**src/design/convolution_2d_border_modes_assert.svh**
```systemverilog
// Assertion macros for the 2D convolution block.
`ifndef CONVOLUTION_2D_BORDER_MODES_ASSERT_SVH
`define CONVOLUTION_2D_BORDER_MODES_ASSERT_SVH

`ifndef SYNTHESIS
// Clocked check with asynchronous active-low reset disable.
`define C2DBM_ASSERT(lbl, clk, rst_n, prop, msg) \
  lbl: assert property (@(posedge clk) disable iff (!rst_n) prop) else $error(msg);
// Clocked check that also holds during reset.
`define C2DBM_ASSERT_ALWAYS(lbl, clk, prop, msg) \
  lbl: assert property (@(posedge clk) prop) else $error(msg);
`else
`define C2DBM_ASSERT(lbl, clk, rst_n, prop, msg)
`define C2DBM_ASSERT_ALWAYS(lbl, clk, prop, msg)
`endif

`endif

```
**src/design/c2dbm_pkg.sv**
```systemverilog
package c2dbm_pkg;

  localparam int MAX_WIDTH_DEF  = 256;
  localparam int MAX_HEIGHT_DEF = 256;
  localparam int MAX_KERNEL_DEF = 9;

  // signed width for tap coordinates before and after border remap
  localparam int CW = 12;

  localparam int CFG_IW = 3;
  localparam int CFG_DW = 9;

  localparam logic [CFG_IW-1:0] REG_BORDER_MODE   = 3'd0;
  localparam logic [CFG_IW-1:0] REG_IMAGE_WIDTH   = 3'd1;
  localparam logic [CFG_IW-1:0] REG_IMAGE_HEIGHT  = 3'd2;
  localparam logic [CFG_IW-1:0] REG_KERNEL_WIDTH  = 3'd3;
  localparam logic [CFG_IW-1:0] REG_KERNEL_HEIGHT = 3'd4;
  localparam logic [CFG_IW-1:0] REG_OUTPUT_SHIFT  = 3'd5;

  localparam logic [1:0] FUNC_LOAD_COEF  = 2'd0;
  localparam logic [1:0] FUNC_LOAD_PIXEL = 2'd1;
  localparam logic [1:0] FUNC_COMPUTE    = 2'd2;

  localparam logic [1:0] BM_ZERO   = 2'd0;
  localparam logic [1:0] BM_CLAMP  = 2'd1;
  localparam logic [1:0] BM_MIRROR = 2'd2;
  localparam logic [1:0] BM_WRAP   = 2'd3;

  localparam logic signed [23:0] VAL_MAX = 24'sh7FFFFF;
  localparam logic signed [23:0] VAL_MIN = 24'sh800000;

  typedef struct packed {
    logic [1:0] border_mode;
    logic [8:0] image_width;
    logic [8:0] image_height;
    logic [3:0] kernel_width;
    logic [3:0] kernel_height;
    logic [3:0] output_shift;
  } cfg_t;

  typedef struct packed {
    logic valid;
    logic ok;
    logic last;
  } tap_ctl_t;

  typedef struct packed {
    logic       ok;
    logic [8:0] coord;
  } coord_t;

  // Border remap of one axis; ok low means the tap adds nothing.
  function automatic coord_t resolve(input logic signed [CW-1:0] t,
                                     input logic [8:0] size,
                                     input logic [1:0] mode);
    logic signed [CW-1:0] s;
    logic signed [CW-1:0] r;
    coord_t               res;
    s      = $signed(CW'(size));
    r      = t;
    res.ok = 1'b1;
    if (t < 0 || t >= s) begin
      case (mode)
        BM_CLAMP:  r = (t < 0) ? '0 : s - CW'(1);
        BM_MIRROR: r = (t < 0) ? -t : (s <<< 1) - CW'(2) - t;
        BM_WRAP:   r = (t < 0) ? s + t : t - s;
        default:   res.ok = 1'b0;
      endcase
      if (r < 0 || r >= s) begin
        res.ok = 1'b0;
      end
    end
    res.coord = r[8:0];
    return res;
  endfunction

endpackage

```
**src/design/c2dbm_mac.sv**
```systemverilog
module c2dbm_mac #(
  parameter int MAX_KERNEL = c2dbm_pkg::MAX_KERNEL_DEF
) (
  input  logic                clk_i,
  input  logic                rst_ni,
  input  logic                clear_i,
  input  c2dbm_pkg::tap_ctl_t rd_ctl_i,
  input  logic [15:0]         coef_i,
  input  logic [7:0]          pix_i,
  input  logic [3:0]          shift_i,
  input  logic                take_i,
  output logic                res_valid_o,
  output logic [23:0]         res_value_o,
  output logic                res_sat_o
);
  import c2dbm_pkg::*;

  localparam int ACC_W = 25 + $clog2(MAX_KERNEL * MAX_KERNEL);

  tap_ctl_t                 p_ctl_q;
  logic signed [23:0]       prod_q;
  logic signed [ACC_W-1:0]  acc_q;
  logic signed [ACC_W-1:0]  sh_q;
  logic                     fin_q, sh_vld_q, res_valid_q;
  logic [23:0]              res_value_q;
  logic                     res_sat_q;

  always_ff @(posedge clk_i or negedge rst_ni) begin
    if (!rst_ni) begin
      p_ctl_q     <= '0;
      fin_q       <= 1'b0;
      sh_vld_q    <= 1'b0;
      res_valid_q <= 1'b0;
    end else begin
      p_ctl_q  <= rd_ctl_i;
      fin_q    <= p_ctl_q.valid & p_ctl_q.last;
      sh_vld_q <= fin_q;
      if (sh_vld_q) begin
        res_valid_q <= 1'b1;
      end else if (take_i) begin
        res_valid_q <= 1'b0;
      end
    end
  end

  always_ff @(posedge clk_i) begin
    // a tap whose border remap fails (ok low) adds zero
    prod_q <= rd_ctl_i.ok ? 24'($signed(coef_i)) * 24'($signed({1'b0, pix_i})) : '0;
    if (clear_i) begin
      acc_q <= '0;
    end else if (p_ctl_q.valid) begin
      acc_q <= acc_q + ACC_W'(prod_q);
    end
    sh_q <= acc_q >>> shift_i;
    if (sh_vld_q) begin
      if (sh_q > ACC_W'(VAL_MAX)) begin
        res_value_q <= VAL_MAX;
        res_sat_q   <= 1'b1;
      end else if (sh_q < ACC_W'(VAL_MIN)) begin
        res_value_q <= VAL_MIN;
        res_sat_q   <= 1'b1;
      end else begin
        res_value_q <= sh_q[23:0];
        res_sat_q   <= 1'b0;
      end
    end
  end

  assign res_valid_o = res_valid_q;
  assign res_value_o = res_value_q;
  assign res_sat_o   = res_sat_q;

endmodule
```
**config.mk**
```make
export PLATFORM = sky130hd
export DESIGN_NAME = c2dbm_mac
export DESIGN_NICKNAME = d
export VERILOG_FILES = /design/src/design/convolution_2d_border_modes_assert.svh /design/src/design/c2dbm_pkg.sv /design/src/design/c2dbm_mac.sv
export SDC_FILE = /design/constraint.sdc
export NUM_CORES = 1
export LEC_CHECK = 0
export BUFFER_PORTS_ARGS = -buffer_cell sky130_fd_sc_hd__buf_2
export CAP_MARGIN = 20
export CORE_UTILIZATION = 45
export DETAILED_ROUTE_END_ITERATION = 8
export GPL_ROUTABILITY_DRIVEN = 0
export HOLD_SLACK_MARGIN = 0.03
export PLACE_DENSITY = 0.71
export SLEW_MARGIN = 20
export SYNTH_ARGS = -nofsm -noshare
export SYNTH_HDL_FRONTEND = slang
export SYNTH_SLANG_ARGS = --single-unit
```
**constraint.sdc**
```tcl
create_clock -name clk_i -period 2.9 [get_ports clk_i]
set_input_delay 0.58 -clock clk_i [delete_from_list [all_inputs] [get_ports clk_i]]
set_output_delay 0.58 -clock clk_i [all_outputs]
set_load 0.02 [all_outputs]
```
# After elaboration in Yosys (flattened, before gate mapping)
# Cells that the tools add are included.
# word_totals
reg_bits	118
input_bits	35
out_inout_bits	26
elab_cells	21
# op_classes
addsub	1
mul	1
magnitude_cmp	2
n_shift	1
mux	4
n_bitwise	1
n_reduce_logical	1
# op_table
cell	n
adder 32 x 24 -> 32 bit	1
greater-than comparator 32 x 24 -> 1 bit (second input constant)	1
less-than comparator 32 x 24 -> 1 bit (second input constant)	1
>>> shifter 32 x 4 -> 32 bit	1
multiplier 16 x 9 -> 24 bit	1
2-to-1 mux 24 bit	1
2-to-1 mux 1 bit	3
nonzero test 2 bit	1
bitwise AND 1 bit	1

# Depth between registers and ports, before layout
# depth
depth_word	2
mapped_depth	20
depth_no_buf	19

# Worst setup path after synthesis
# OpenSTA, ideal clock, no wires.
# synth_path
path_type	in2reg
from	input port pix_i[2]
to	register prod_q[23]
arrival_ps	5009
required_ps	2830
slack_ps	-2179
path_stages	19
path_buffers	1
cell_sequence	clkbuf_1 -> nand2_1 -> fa_1 -> inv_1 -> fa_1 -> inv_1 -> fa_1 -> fa_1 -> inv_1 -> ha_1 -> a21o_1 -> a21oi_2 -> and3_4 -> o21ba_4 -> a311oi_4 -> a31oi_2 -> a21oi_2 -> or3_1 -> a21boi_1
# synth_between
elab_chain_len	1
# synth_rtl
item	line	text
start: declaration	c2dbm_mac.sv:9	input logic [7:0] pix_i,
multiplier 16 x 9 -> 24 bit	c2dbm_mac.sv:48	prod_q <= rd_ctl_i.ok ? 24'($signed(coef_i)) * 24'($signed({1'b0, pix_i})) : '0;
end signal: assignment	c2dbm_mac.sv:48	
end: declaration	c2dbm_mac.sv:21	logic signed [23:0] prod_q;
# Every way passes these cells.
# A chain may end at the register's enable or synchronous reset.

# Final worst setup path
# layout_path
from	input port coef_i[10]
to	register prod_q[21]
# layout_between
elab_chain_len	1
# layout_rtl
item	line	text
start: declaration	c2dbm_mac.sv:8	input logic [15:0] coef_i,
multiplier 16 x 9 -> 24 bit	c2dbm_mac.sv:48	
# Every way passes these cells.

==> summary by stage <==
STA
The setup TNS is -20990 ps. The minimum clock period is 4560 ps. The setup slack after layout is -1660 ps. The final worst clock skew is 11.1 ps. Setup repair after global routing could not meet its margin everywhere. The remaining max-slew budget at the tightest pin is 40.2%. The number of setup violations in the final report is 19.

Dividing the final minimum period by the clock period gives 157%. The worst hold margin is roughly 280 ps. The max-slew violation count was 0.

The number of hold violations in the final report is 0. The pin slew with the least headroom to its limit is 897 ps. The upper clock frequency limit is 0.219 GHz.

GRT
After global routing, the most crowded layer is met2. The pin count of the biggest net entering global routing is 44. Global routing used 34.9% of the available met2 tracks.

The via count of the first global-routing pass is 8853. The global routing usage on met3 is approximately 2.5%. The total grt overflow is 0. Across every metal layer, demand over resource in global routing totals between 10% and 20%. For met1 alone, demand over resource in global routing was 23.1%. The first-pass GRT wire length is approximately 40 mm. The initial antenna violation count came to 1.

Floorplanning
In this run the core area contains between 50 and 60 standard-cell rows. The number of I/O pins is around 60. The vertical extent of the die is 159 um. The floorplan step defined a core boundary enclosing 24200 sq um.

The initial core utilization is 45.7%. The die footprint is 25300 sq um. The floorplan step set the die width to 159 um.

Detailed routing
The post-route antenna net violation count is 0. For this run, the detailed router's first-pass iteration total came to 5. The wire length per cell after detailed routing is 13.9 um. The count of vias placed by the detailed router is between 8000 and 9000. After detailed routing, the total wire length is between 20 and 25 mm. The vias per cell is ~5.2. In the routed design, unresolved DRC markers number 0. The violation count after the first detailed-route iteration is 367.

Setup path
The kind of launch point of the worst setup path is an input pin. The worst endpoint required time is 3210 ps. In this design, the stage delay of the slowest critical-path cell is 530 ps. In this design, the critical path's most frequently occurring cell is fa_1.

The critical path class is in2reg. The worst setup path is captured at a register. The worst register-to-register path begins at acc_q[0]$_SDFFE_PP0P_. The cell with the largest stage delay on the worst path is fa_1. The signal arrival time at the worst endpoint is 4870 ps. Along the worst path, the maximum fanout reaches 6.

Setup slack on the worst reg-to-reg path comes out at 130 ps. The signal on the critical path passes through buf_8, buf_6, and2_4, fa_1, fa_1, fa_1, inv_1, fa_1, inv_2, ha_4, nand4_4, or3_4, o21ba_4, a311oi_4, a31oi_2, buf_4, xnor2_1, and2_1. The launching element of the worst setup path is coef_i[10].

Synthesis
The post-synth net total is 1409. The share of flip-flops with an asynchronous set or reset after synthesis is 4.24%. The sequential area share after synthesis is 23.8%. After synthesis the cells add up to 11100 sq um. Sorting the synthesized cells by area gives the leading types as fa_1, dfxtp_1, ha_1. The area share of the largest cell type after synthesis is a little under a fifth. In this run, synthesis inferred 25 flip-flops with an integrated enable.

The most used flip-flop cell after synthesis is dfxtp_1. During synthesis, Yosys emitted a total of 0 warnings. The post-synthesis register bit count is 118.

After technology mapping, the gate count stands at 1195. Synthesis instantiated between 60 and 70 different standard cells from the library. The cell type with the highest aggregate area in the netlist is fa_1.

The average size of a mapped cell is 9.28 sq um.

Clock network
The cell sitting at the root of the clock tree is a clkbuf_16. Counting along the longest clock path gives a buffer depth of 2. The clock tree synthesis step divided the H-tree into 4 levels. The CTS tree is done. After clock tree synthesis, the clock-pin slew on the worst setup and hold paths is about 60 ps.

The CTS sink count is 118. TritonCTS created 17 clock buffers. For the worst-skew pair, the clock arrives at the later sink with an insertion delay of around 410 ps.

Finish
The post-route netlist has 26.2% of its cells at a drive strength greater than 1. The library cell used most frequently in the layout, excluding fill and tap cells, is inv_1. The number of nets at the end of the flow is 1548. The filler cell count in the final layout is roughly 2100. Leaving out fill and tap cells, the most frequent cells in the layout are inv_1, buf_4, fa_1, nand2_1, dfxtp_1.

The area growth from synthesis to layout is 24.2%. 0 antenna diodes ended up in the layout.

Min path
The hold path startpoint is rd_ctl_i[2]. The min-delay analysis places its worst path in the category in2reg.

Placement
The count of input and output buffers is 60. The post-detailed-placement half-perimeter wirelength is ~18 mm.

Outcome
The checks that failed: setup timing. The run finished, with violations left.

Power and ir drop
The leakage power total is 6.33 nW. Per report_power, the combinational group accounts for approximately two thirds of the total. In this run switching power makes up between 40% and 50% of total power. Per report_power, the sequential group accounts for 19.1% of the total. The internal power of the cells totals 8.06 mW. Power spread over the standard cell area amounts to 990 nW/um^2.

The net switching power is 5.56 mW. The peak supply drop is approximately 0.54 mV. The clock share of power is 15.2%.

Run
The max capacitance violation total is 0.
==> layout make-up <==
cell class / instances / area [sq um] / share of cell area (%)
Inverter: 165 / 619 / 4.50
Clock inverter: 15 / 164 / 1.19
Timing Repair Buffer: 169 / 1350 / 9.83
Multi-Input combinational cell: 863 / 8160 / 59.3
Tap cell: 324 / 405 / 2.95
Sequential cell: 118 / 2640 / 19.2
Clock buffer: 17 / 425 / 3.09
==> final timing paths <==
check	to	cells after the start
min	p_ctl_q[2]$_DFF_PN0_	1
max in group asynchronous	res_valid_o$_DFFE_PN0P_	2
min reg2reg	sh_vld_q$_DFF_PN0_	0
min in group asynchronous	p_ctl_q[2]$_DFF_PN0_	2
max	prod_q[21]$_SDFF_PN0_	18
max reg2reg	acc_q[28]$_SDFFE_PP0P_	12
==> cells in the mapped netlist, types with 4 or more instances <==
master,instances
inv_1,163
nand2_1,117
fa_1,101
dfxtp_1,88
and2_1,82
ha_1,78
nor2_1,71
a21oi_1,61
mux2i_1,48
clkbuf_1,31
o21a_1,28
xnor2_1,28
o21ai_0,27
edfxtp_1,25
mux4_2,24
a21o_1,17
xor2_1,16
nand3_1,14
a211oi_1,13
nor3_1,13
buf_1,11
nor2b_1,10
and3_1,9
nand2b_1,9
buf_2,7
nand4_1,7
nor3b_1,7
o21ai_1,7
a21oi_2,5
a31oi_1,5
dfrtp_1,5
o21bai_1,5
o31ai_1,5
or3_1,5
mux2_2,4
nor4_1,4
nor4b_1,4
o22ai_1,4
==> registers in the layout (all words and copies together) (netlist names), 2 cells and up <==
signal	cells
acc_q	32
sh_q	32
prod_q	24
res_value_o	24
p_ctl_q	2
==> critical path, delay by kind of cell <==
kind | cells | cell delay, ps
adder cells (fa/ha/maj) | 5 | 2250
AND/OR/NAND/NOR | 4 | 740
AO/OA/AOI/OAI | 3 | 700
buffers and inverters | 5 | 490
XOR/XNOR | 1 | 100
==> kinds of logic after synthesis <==
family                   synth area share, %
AO/OA/AOI/OAI                           12.5
flip-flops                              23.8
multiplexers                            9.62
XOR/XNOR                                3.48
adder cells (fa/ha/maj)                 27.0
buffers and inverters                   7.33
AND/OR/NAND/NOR                         16.3
==> metal layers <==
layer	wire length, um	vias up
li1	-	4279
met1	10100	4152
met2	12000	156
met3	652	49
met4	507	2
met5	13	-
==> power groups by stage <==
| stage | logic [mW] | clock network, mW | registers (mW) |
|---|---|---|---|
| floorplan | 5.85 | 0 | 2.61 |
| global placement | 7.94 | 0 | 2.62 |
| detailed placement | 8.13 | 0 | 2.63 |
| CTS | 8.63 | 2.11 | 2.60 |
| global route | 9.91 | 2.18 | 2.65 |
| finish | 8.95 | 2.07 | 2.60 |
==> stage by stage <==
stage | worst slack (ps) | std cells | instance area [sq um] | util (%) | power (mW)
after floorplan | -1870 | 1195 | 11500 | - | 8.46
after global placement | -2190 | 1625 | 12600 | 52.1 | 10.6
after detailed placement | -2270 | 1625 | 12600 | 52.1 | 10.8
after CTS | -1620 | 1666 | 13500 | 55.8 | 13.3
after global routing | -1760 | 1671 | 13800 | 56.8 | 14.7
final | -1660 | 1671 | 13800 | 56.8 | 13.6
==> what timing repair did <==
| item | in CTS | in global routing |
|---|---|---|
| hold buffers | 1 | 0 |
| resized for setup | 72 | 45 |
| buffers inserted | 9 | 8 |
| pin swaps | 47 | 34 |
| gates cloned | 0 | 1 |
| endpoints found under the setup margin | 19 | 23 |
| hold endpoints to repair | 5 | 0 |
(Power assumes the default switching activity.)
