===== src/design/convolution_2d_border_modes_assert.svh =====
// Assertion macros for the 2D convolution block.
`ifndef CONVOLUTION_2D_BORDER_MODES_ASSERT_SVH
`define CONVOLUTION_2D_BORDER_MODES_ASSERT_SVH

`ifndef SYNTHESIS
// Clocked check with asynchronous active-low reset disable.
`define C2DBM_ASSERT(lbl, clk, rst_n, prop, msg) \
  lbl: assert property (@(posedge clk) disable iff (!rst_n) prop) else $error(msg);
// Clocked check that also holds during reset.
`define C2DBM_ASSERT_ALWAYS(lbl, clk, prop, msg) \
  lbl: assert property (@(posedge clk) prop) else $error(msg);
`else
`define C2DBM_ASSERT(lbl, clk, rst_n, prop, msg)
`define C2DBM_ASSERT_ALWAYS(lbl, clk, prop, msg)
`endif

`endif


===== src/design/c2dbm_pkg.sv =====
package c2dbm_pkg;

  localparam int MAX_WIDTH_DEF  = 256;
  localparam int MAX_HEIGHT_DEF = 256;
  localparam int MAX_KERNEL_DEF = 9;

  // signed width for tap coordinates before and after border remap
  localparam int CW = 12;

  localparam int CFG_IW = 3;
  localparam int CFG_DW = 9;

  localparam logic [CFG_IW-1:0] REG_BORDER_MODE   = 3'd0;
  localparam logic [CFG_IW-1:0] REG_IMAGE_WIDTH   = 3'd1;
  localparam logic [CFG_IW-1:0] REG_IMAGE_HEIGHT  = 3'd2;
  localparam logic [CFG_IW-1:0] REG_KERNEL_WIDTH  = 3'd3;
  localparam logic [CFG_IW-1:0] REG_KERNEL_HEIGHT = 3'd4;
  localparam logic [CFG_IW-1:0] REG_OUTPUT_SHIFT  = 3'd5;

  localparam logic [1:0] FUNC_LOAD_COEF  = 2'd0;
  localparam logic [1:0] FUNC_LOAD_PIXEL = 2'd1;
  localparam logic [1:0] FUNC_COMPUTE    = 2'd2;

  localparam logic [1:0] BM_ZERO   = 2'd0;
  localparam logic [1:0] BM_CLAMP  = 2'd1;
  localparam logic [1:0] BM_MIRROR = 2'd2;
  localparam logic [1:0] BM_WRAP   = 2'd3;

  localparam logic signed [23:0] VAL_MAX = 24'sh7FFFFF;
  localparam logic signed [23:0] VAL_MIN = 24'sh800000;

  typedef struct packed {
    logic [1:0] border_mode;
    logic [8:0] image_width;
    logic [8:0] image_height;
    logic [3:0] kernel_width;
    logic [3:0] kernel_height;
    logic [3:0] output_shift;
  } cfg_t;

  typedef struct packed {
    logic valid;
    logic ok;
    logic last;
  } tap_ctl_t;

  typedef struct packed {
    logic       ok;
    logic [8:0] coord;
  } coord_t;

  // Border remap of one axis; ok low means the tap adds nothing.
  function automatic coord_t resolve(input logic signed [CW-1:0] t,
                                     input logic [8:0] size,
                                     input logic [1:0] mode);
    logic signed [CW-1:0] s;
    logic signed [CW-1:0] r;
    coord_t               res;
    s      = $signed(CW'(size));
    r      = t;
    res.ok = 1'b1;
    if (t < 0 || t >= s) begin
      case (mode)
        BM_CLAMP:  r = (t < 0) ? '0 : s - CW'(1);
        BM_MIRROR: r = (t < 0) ? -t : (s <<< 1) - CW'(2) - t;
        BM_WRAP:   r = (t < 0) ? s + t : t - s;
        default:   res.ok = 1'b0;
      endcase
      if (r < 0 || r >= s) begin
        res.ok = 1'b0;
      end
    end
    res.coord = r[8:0];
    return res;
  endfunction

endpackage


===== src/design/c2dbm_tap_walk.sv =====
module c2dbm_tap_walk #(
  parameter int MAX_WIDTH  = c2dbm_pkg::MAX_WIDTH_DEF,
  parameter int MAX_HEIGHT = c2dbm_pkg::MAX_HEIGHT_DEF,
  parameter int MAX_KERNEL = c2dbm_pkg::MAX_KERNEL_DEF,
  parameter int IMG_AW     = 16,
  parameter int CAW        = 7
) (
  input  logic                  clk_i,
  input  logic                  rst_ni,
  input  logic                  start_i,
  input  logic [7:0]            pos_x_i,
  input  logic [7:0]            pos_y_i,
  input  c2dbm_pkg::cfg_t       cfg_i,
  output c2dbm_pkg::tap_ctl_t   tap_ctl_o,
  output logic [IMG_AW-1:0]     img_addr_o,
  output logic [CAW-1:0]        coef_addr_o
);
  import c2dbm_pkg::*;

  localparam int KIW  = (MAX_KERNEL > 1) ? $clog2(MAX_KERNEL) : 1;
  localparam int CMPW = (KIW > 4) ? KIW : 4;

  logic            run_q, run_d;
  logic [KIW-1:0]  i_q, i_d, j_q, j_d;
  logic [7:0]      px_q, py_q;
  logic [8:0]      w_eff, h_eff;
  logic [3:0]      kw_eff, kh_eff;
  logic            i_end, j_end;
  logic signed [CW-1:0] tx_raw, ty_raw;
  coord_t          tx, ty;
  tap_ctl_t        ctl_q, ctl_d;
  logic [IMG_AW-1:0] img_addr_q;
  logic [CAW-1:0]    coef_addr_q;

  always_comb begin
    w_eff  = (cfg_i.image_width == '0) ? 9'd1 :
             (32'(cfg_i.image_width) > MAX_WIDTH) ? 9'(MAX_WIDTH) : cfg_i.image_width;
    h_eff  = (cfg_i.image_height == '0) ? 9'd1 :
             (32'(cfg_i.image_height) > MAX_HEIGHT) ? 9'(MAX_HEIGHT) : cfg_i.image_height;
    kw_eff = (cfg_i.kernel_width == '0) ? 4'd1 :
             (32'(cfg_i.kernel_width) > MAX_KERNEL) ? 4'(MAX_KERNEL) : cfg_i.kernel_width;
    kh_eff = (cfg_i.kernel_height == '0) ? 4'd1 :
             (32'(cfg_i.kernel_height) > MAX_KERNEL) ? 4'(MAX_KERNEL) : cfg_i.kernel_height;
  end

  assign i_end = (CMPW'(i_q) == CMPW'(kw_eff - 4'd1));
  assign j_end = (CMPW'(j_q) == CMPW'(kh_eff - 4'd1));

  // tap position relative to the kernel centre
  assign tx_raw = $signed(CW'(px_q) + CW'(i_q) - CW'(kw_eff >> 1));
  assign ty_raw = $signed(CW'(py_q) + CW'(j_q) - CW'(kh_eff >> 1));
  assign tx     = resolve(tx_raw, w_eff, cfg_i.border_mode);
  assign ty     = resolve(ty_raw, h_eff, cfg_i.border_mode);

  always_comb begin
    run_d       = run_q;
    i_d         = i_q;
    j_d         = j_q;
    ctl_d.valid = run_q;
    ctl_d.ok    = tx.ok & ty.ok;
    ctl_d.last  = i_end & j_end;
    if (start_i) begin
      run_d = 1'b1;
      i_d   = '0;
      j_d   = '0;
    end else if (run_q) begin
      if (i_end) begin
        i_d = '0;
        if (j_end) begin
          run_d = 1'b0;
        end else begin
          j_d = j_q + KIW'(1);
        end
      end else begin
        i_d = i_q + KIW'(1);
      end
    end
  end

  always_ff @(posedge clk_i or negedge rst_ni) begin
    if (!rst_ni) begin
      run_q <= 1'b0;
      i_q   <= '0;
      j_q   <= '0;
      ctl_q <= '0;
    end else begin
      run_q <= run_d;
      i_q   <= i_d;
      j_q   <= j_d;
      ctl_q <= ctl_d;
    end
  end

  always_ff @(posedge clk_i) begin
    if (start_i) begin
      px_q <= pos_x_i;
      py_q <= pos_y_i;
    end
    img_addr_q  <= IMG_AW'(32'(ty.coord) * MAX_WIDTH + 32'(tx.coord));
    coef_addr_q <= CAW'(32'(j_q) * MAX_KERNEL + 32'(i_q));
  end

  assign tap_ctl_o   = ctl_q;
  assign img_addr_o  = img_addr_q;
  assign coef_addr_o = coef_addr_q;

endmodule


===== config.mk =====
export PLATFORM = sky130hd
export DESIGN_NAME = c2dbm_tap_walk
export DESIGN_NICKNAME = d
export VERILOG_FILES = /design/src/design/convolution_2d_border_modes_assert.svh /design/src/design/c2dbm_pkg.sv /design/src/design/c2dbm_tap_walk.sv
export SDC_FILE = /design/constraint.sdc
export NUM_CORES = 1
export LEC_CHECK = 0
export ABC_AREA = 1
export BUFFER_PORTS_ARGS = -buffer_cell sky130_fd_sc_hd__buf_2
export CAP_MARGIN = 20
export CELL_PAD_IN_SITES_DETAIL_PLACEMENT = 0
export CELL_PAD_IN_SITES_GLOBAL_PLACEMENT = 2
export CORE_UTILIZATION = 34
export CTS_CLUSTER_DIAMETER = 80
export DETAILED_ROUTE_END_ITERATION = 8
export GPL_TIMING_DRIVEN = 0
export PLACE_DENSITY = 0.92
export REMOVE_ABC_BUFFERS = 1
export SLEW_MARGIN = 20
export SYNTH_ARGS = -nofsm -noshare
export SYNTH_HDL_FRONTEND = slang
export SYNTH_SLANG_ARGS = --single-unit

===== constraint.sdc =====
create_clock -name clk_i -period 6.6 [get_ports clk_i]
set_input_delay 1.98 -clock clk_i [delete_from_list [all_inputs] [get_ports clk_i]]
set_output_delay 1.98 -clock clk_i [all_outputs]
set_load 0.01 [all_outputs]

* After elaboration in Yosys (flattened, before gate mapping)
Cells that the tools add are included.
Operators by class: add/subtract/negate cells 22, $mul 1, order comparisons 12, equal/unequal tests 6, muxes and demuxes 36, bitwise operators 2, reductions and logical operators 12
Operator list (number):
- two-way mux 12 bit | 8
- one-hot mux 12 bit (3 select lines) | 2
- two-way mux 9 bit | 5
- two-way mux 4 bit | 11
- >= comparator 12 x 10 -> 1 bit | 2
- < comparator 12 x 1 -> 1 bit (second input constant) | 2
- negation 10 -> 12 bit | 2
- subtractor 11 x 10 -> 12 bit | 2
- adder 10 x 10 -> 11 bit | 2
- subtractor 10 x 10 -> 11 bit | 2
- subtractor 10 x 2 -> 11 bit (second input constant) | 2
- >= comparator 10 bit | 2
- < comparator 10 x 1 -> 1 bit (second input constant) | 2
- subtractor 9 x 1 -> 10 bit (second input constant) | 2
- subtractor 9 x 3 -> 10 bit | 2
- adder 8 x 4 -> 9 bit | 2
- > comparator 9 bit (second input constant) | 2
- logical NOT 9 bit | 2
- adder 16 x 9 -> 16 bit | 1
- two-way mux 1 bit | 9
- adder 4 x 1 -> 4 bit (second input constant) | 2
- == test 4 bit | 2
- > comparator 4 bit (second input constant) | 2
- logical NOT 4 bit | 2
- other kinds (12) | 19
Word-level totals: register bits 51, input port bits 51, output and inout bits 26, word-level logic and storage cells 101

* Logic depth before layout (Yosys ltp)
depth in word-level cells 13, mapped depth 38, mapped depth without buffers 36

* Worst setup path before layout
Ideal clock, no wire load.
path kind input-to-reg, start point in cfg_i[10] in the netlist's numbering, end point reg ctl_q (netlist bit tap_ctl_o[1]), setup time 0.062 ns, data arrival time 6.201 ns, required time 6.538 ns, path slack 0.337 ns, cell stages on the path 33, path buffers 1, cells stage by stage inv_1 nor2_1 fa_1 inv_1 fa_1 nand3_1 nand2_1 xnor2_2 inv_1 ha_1 clkbuf_1 inv_1 o21ai_0 a31oi_1 o21ai_0 o211ai_1 nand3_1 nand2_1 nand3b_1 nand2_1 inv_1 ha_1 nand2_1 nor2_1 a211oi_1 o21ai_0 a21oi_1 nand2_1 a21oi_1 nand2_1 nand2_1 nand2_1 inv_1
RTL lines:
- start, declared | line c2dbm_tap_walk.sv:13 | input c2dbm_pkg::cfg_t cfg_i,
- end signal, assigned | line c2dbm_tap_walk.sv:90 | ctl_q <= ctl_d;
- end, declared | line c2dbm_tap_walk.sv:31 | tap_ctl_t ctl_q, ctl_d;

* Final worst setup path
start point in cfg_i[10] in the netlist's numbering, end point reg img_addr_q[14], in the netlist img_addr_o[14]
Between the ends: longest elaborated chain between the ends 10, elaborated cells between the ends (all ways) 19, those cells by class add/sub (6); order compare (3); mux (8); reduce/logical (2)
RTL lines:
- > comparator 4 bit | line c2dbm_tap_walk.sv:41 | (32'(cfg_i.kernel_width) > MAX_KERNEL) ? 4'(MAX_KERNEL) : cfg_i.kernel_width;
- two-way mux 4 bit | line c2dbm_tap_walk.sv:41
- two-way mux 4 bit (*) | line c2dbm_tap_walk.sv:40 | kw_eff = (cfg_i.kernel_width == '0) ? 4'd1 :
- subtractor 9 x 3 -> 10 bit (*) | line c2dbm_tap_walk.sv:50 | assign tx_raw = $signed(CW'(px_q) + CW'(i_q) - CW'(kw_eff >> 1));
- subtractor 11 x 10 -> 12 bit (tied with other cells) | line c2dbm_pkg.sv:65 | BM_MIRROR: r = (t < 0) ? -t : (s <<< 1) - CW'(2) - t;
- two-way mux 12 bit, on equally long branches | line c2dbm_pkg.sv:65, c2dbm_pkg.sv:64, c2dbm_pkg.sv:66
- one-hot mux 12 bit (3 select lines) | line c2dbm_pkg.sv:63 | case (mode)
- two-way mux 12 bit | line c2dbm_pkg.sv:62 | if (t < 0 || t >= s) begin
- two-way mux 9 bit (*) | line c2dbm_pkg.sv:62
- adder 16 x 9 -> 16 bit (*) | line c2dbm_tap_walk.sv:99 | img_addr_q <= IMG_AW'(32'(ty.coord) * MAX_WIDTH + 32'(tx.coord));
- end signal, assigned | line c2dbm_tap_walk.sv:99
- end, declared | line c2dbm_tap_walk.sv:32 | logic [IMG_AW-1:0] img_addr_q;
Every way passes the cells marked *; elsewhere a longest branch is shown, timed or not. The select of a mux whose other input is x is not followed. A chain may end at the register's enable or synchronous reset.

==> results.yml <==
global_route:
  first_global_vias: 7693
  grt_usage: 0.194
  grt_pass1_wl_um: 37900
  antenna_found_initial: 0
  overflow: 0
  grt_max_degree: 31
setup_path:
  crit_path_max_incr_delay_ns: 0.49
  slowest_stage: "fa_1"
  reg2reg_slack_ns: 1.65
  setup.worst_path.class: "in2reg"
  cpMostUsedCell: "nand2_1"
  startpoint_type: "input pin"
  critPathCaptureType: "flop"
  cp_max_fo: 9
  crit_required_ns: 6.81
  cp.arrival_ns: 6.42
placed_design:
  placed_cells: 1647
  io_buffers: 72
  dpl_cell_area_um2: 8860
  dp_hpwl_um: 19100
  gp_congestion: 0.849
drt:
  drcViolationCount: 0
  firstDrtPassIters: 5
  wl_um: 23600
  dr.first_iter.drc_count: 373
  routed-via-count: 8170
  wl_per_cell_um: 14.1
  antenna_left: 0
  post_drt_via_cell_ratio: 4.88
synth:
  synthDistinctLibCells: 57
  synthArstFlopShare: 0.235
  ys_ff_latch: 51
  yosysSeqAreaShare: 0.151
  syn_area_um2: 8230
  synth_warnings: 0
  syn_avg_cell_area_um2: 6.41
  synth-edff-count: 16
  synth_flop_cell: "dfxtp_1"
  synthCells: 1284
clock_tree:
  cts_buffers: 5
  cts_tree: "done"
  clk_pin_slew_ns: 0.08
  ctsHtreeMaxLevel: 2
  clock_latency_ns: 0.32
  cts.sinks: 51
  cts_root_buffer: "clkbuf_16"
  hold_buffers: 0
  cts_max_path_buffers: 2
power_and_ir_drop:
  p_int_mw: 1.71
  p_total_mw: 3.70
  ir_worst_vdd_v: 0.000159
  switching_share: 0.539
  pwr-share-seq: 0.126
  p_switching_mw: 1.99
  cellLeakagePower_nw: 4.97
  power_frac_comb: 0.796
  power_density_nw_per_um2: 390
  pwr-share-clk: 0.078
final_layout:
  fin_cells: 1674
  drive_gt1_frac: 0.160
  stdcell_area_um2: 9500
  register_area_um2: 1240
  diodes: 0
  syn_to_final_growth_pct: 15.4
  nNetsFinal: 1534
  multi_input_area_um2: 6340
  n_fill_cell: 2547
timing:
  skew_ns: 0.0191
  slew_violations: 0
  worstMarginPinSlew_ns: 0.890
  finalSetupViolations: 0
  post-route-period-util: 0.941
  maxSlewHeadroom: 0.407
  fmax_mhz: 161
  tns_ns: 0
  fin_crit_ns: 6.21
  hold_viol: 0
floorplan:
  fp-row-count: 56
  ioPinCount: 77
  start_util: 0.349
  die_y_um: 158
  core_um2: 23600
  die_area_um2: 24800
  dieWidth_um: 158
hold_path:
  min_path_type: "reg2reg"
run_status:
  outcome: "finished clean"
job:
  drv_cap: 0
-- final cells by class --
class	instances	area share
clock buffer	5	0.0132
clock inverter	3	0.00356
inverter	218	0.0872
multi-input combinational	987	0.668
sequential	51	0.131
tap	319	0.0420
timing repair buffer	91	0.0551
-- placed cells by master, fill, tap and decap left out, types with 6 or more instances in the layout --
cell type and n:
nand2_1 331, inv_1 196, nand3_1 102, ha_1 97
nor2_1 84, buf_2 72, a21oi_1 71, o21ai_0 42
xor2_1 28, dfxtp_1 23, o21ai_1 22, nand4_1 20
nand2_2 19, buf_4 17, inv_2 16, edfxtp_1 16
xnor2_1 14, a31oi_1 12, ha_4 12, dfrtp_1 12
fa_1 11, o21ai_2 10, a21oi_2 9, o211ai_1 9
nor3_1 8, ha_2 7, and2_1 6
-- cells in the mapped netlist (13+ instances only) --
library cell / n / area share
edfxtp_1: 16 / 0.058
nand4_1: 20 / 0.015
nand2_2: 14 / 0.011
nand2_1: 336 / 0.15
xor2_1: 28 / 0.030
ha_1: 116 / 0.18
o21ai_0: 50 / 0.030
a21oi_1: 76 / 0.046
fa_1: 13 / 0.032
o21ai_1: 19 / 0.012
dfxtp_1: 23 / 0.056
nor2_1: 87 / 0.040
xnor2_1: 15 / 0.016
inv_1: 204 / 0.093
nand3_1: 104 / 0.063
-- power by group through the flow --
stage	Combinational (mW)	Sequential, mW	Clock (mW)
6_report	2.94	0.466	0.290
4_1_cts	2.66	0.467	0.297
2_1_floorplan	1.94	0.498	0
3_3_place_gp	2.60	0.471	0
5_1_grt	3.33	0.476	0.310
3_5_place_dp	2.61	0.474	0
-- worst max-delay path: cells and delay by family --
| family | cells | cell delay, ns |
|---|---|---|
| and+or+nand+nor | 12 | 1.07 |
| buffers and inverters | 5 | 0.42 |
| adders and majority gates | 5 | 1.50 |
| AOI/OAI and AO/OA | 7 | 1.09 |
| xor gates and xnor gates | 1 | 0.30 |
-- routing by layer --
metal,wire length (µm),GRT usage,up-vias
li1,-,-,4303
met1,12100,0.278,3676
met2,10100,0.311,174
met3,1120,0.0252,17
met4,246,0.0351,0
met5,0,0,-
-- registers in the layout, indices dropped and copies added (netlist names) --
name / count
px_q: 8
i_q: 4
j_q: 4
img_addr_o: 16
coef_addr_o: 7
py_q: 8
run_q: 1
tap_ctl_o: 3
-- metrics by stage --
| step | hold WS, ns | util | setup slack [ns] |
|---|---|---|---|
| 2_1_floorplan | 0.375 | - | 0.378 |
| 5_1_grt | 0.442 | 0.402 | -0.0260 |
| 4_1_cts | 0.427 | 0.384 | 0.00285 |
| 3_3_place_gp | 0.414 | 0.374 | -0.616 |
| 6_report | 0.426 | 0.402 | 0.389 |
| 3_5_place_dp | 0.394 | 0.375 | -0.546 |
-- what timing repair did --
| action | CTS | global route |
|---|---|---|
| setup buffers | 2 | 16 |
| gates resized for setup | 7 | 75 |
| cloned | 0 | 1 |
| endpoints found under the setup margin | 3 | 7 |
| pin swaps | 1 | 10 |
-- path summary, 6_finish.rpt --
check	start	end	cells after the start
max in group asynchronous	rst_ni	j_q[3]	1
hold reg to reg	run_q	tap_ctl_o[2]	0
min in group asynchronous	rst_ni	i_q[3]	1
setup reg to reg	i_q[2]	img_addr_o[14]	28
hold / removal	run_q	tap_ctl_o[2]	0
setup / recovery	cfg_i[10]	img_addr_o[14]	30
-- logic make-up (layout without fill, tap and decap cells) --
group,Yosys count,in the layout,share of synthesized area
and+or+nand+nor,604,604,0.321
buffers and inverters,248,317,0.119
AOI/OAI and AO/OA,202,203,0.142
adders and majority gates,129,129,0.208
DFF,51,51,0.151
xor gates and xnor gates,49,49,0.0576
other,1,2,0.000456
Note: power is estimated with default switching activity, not from simulation.
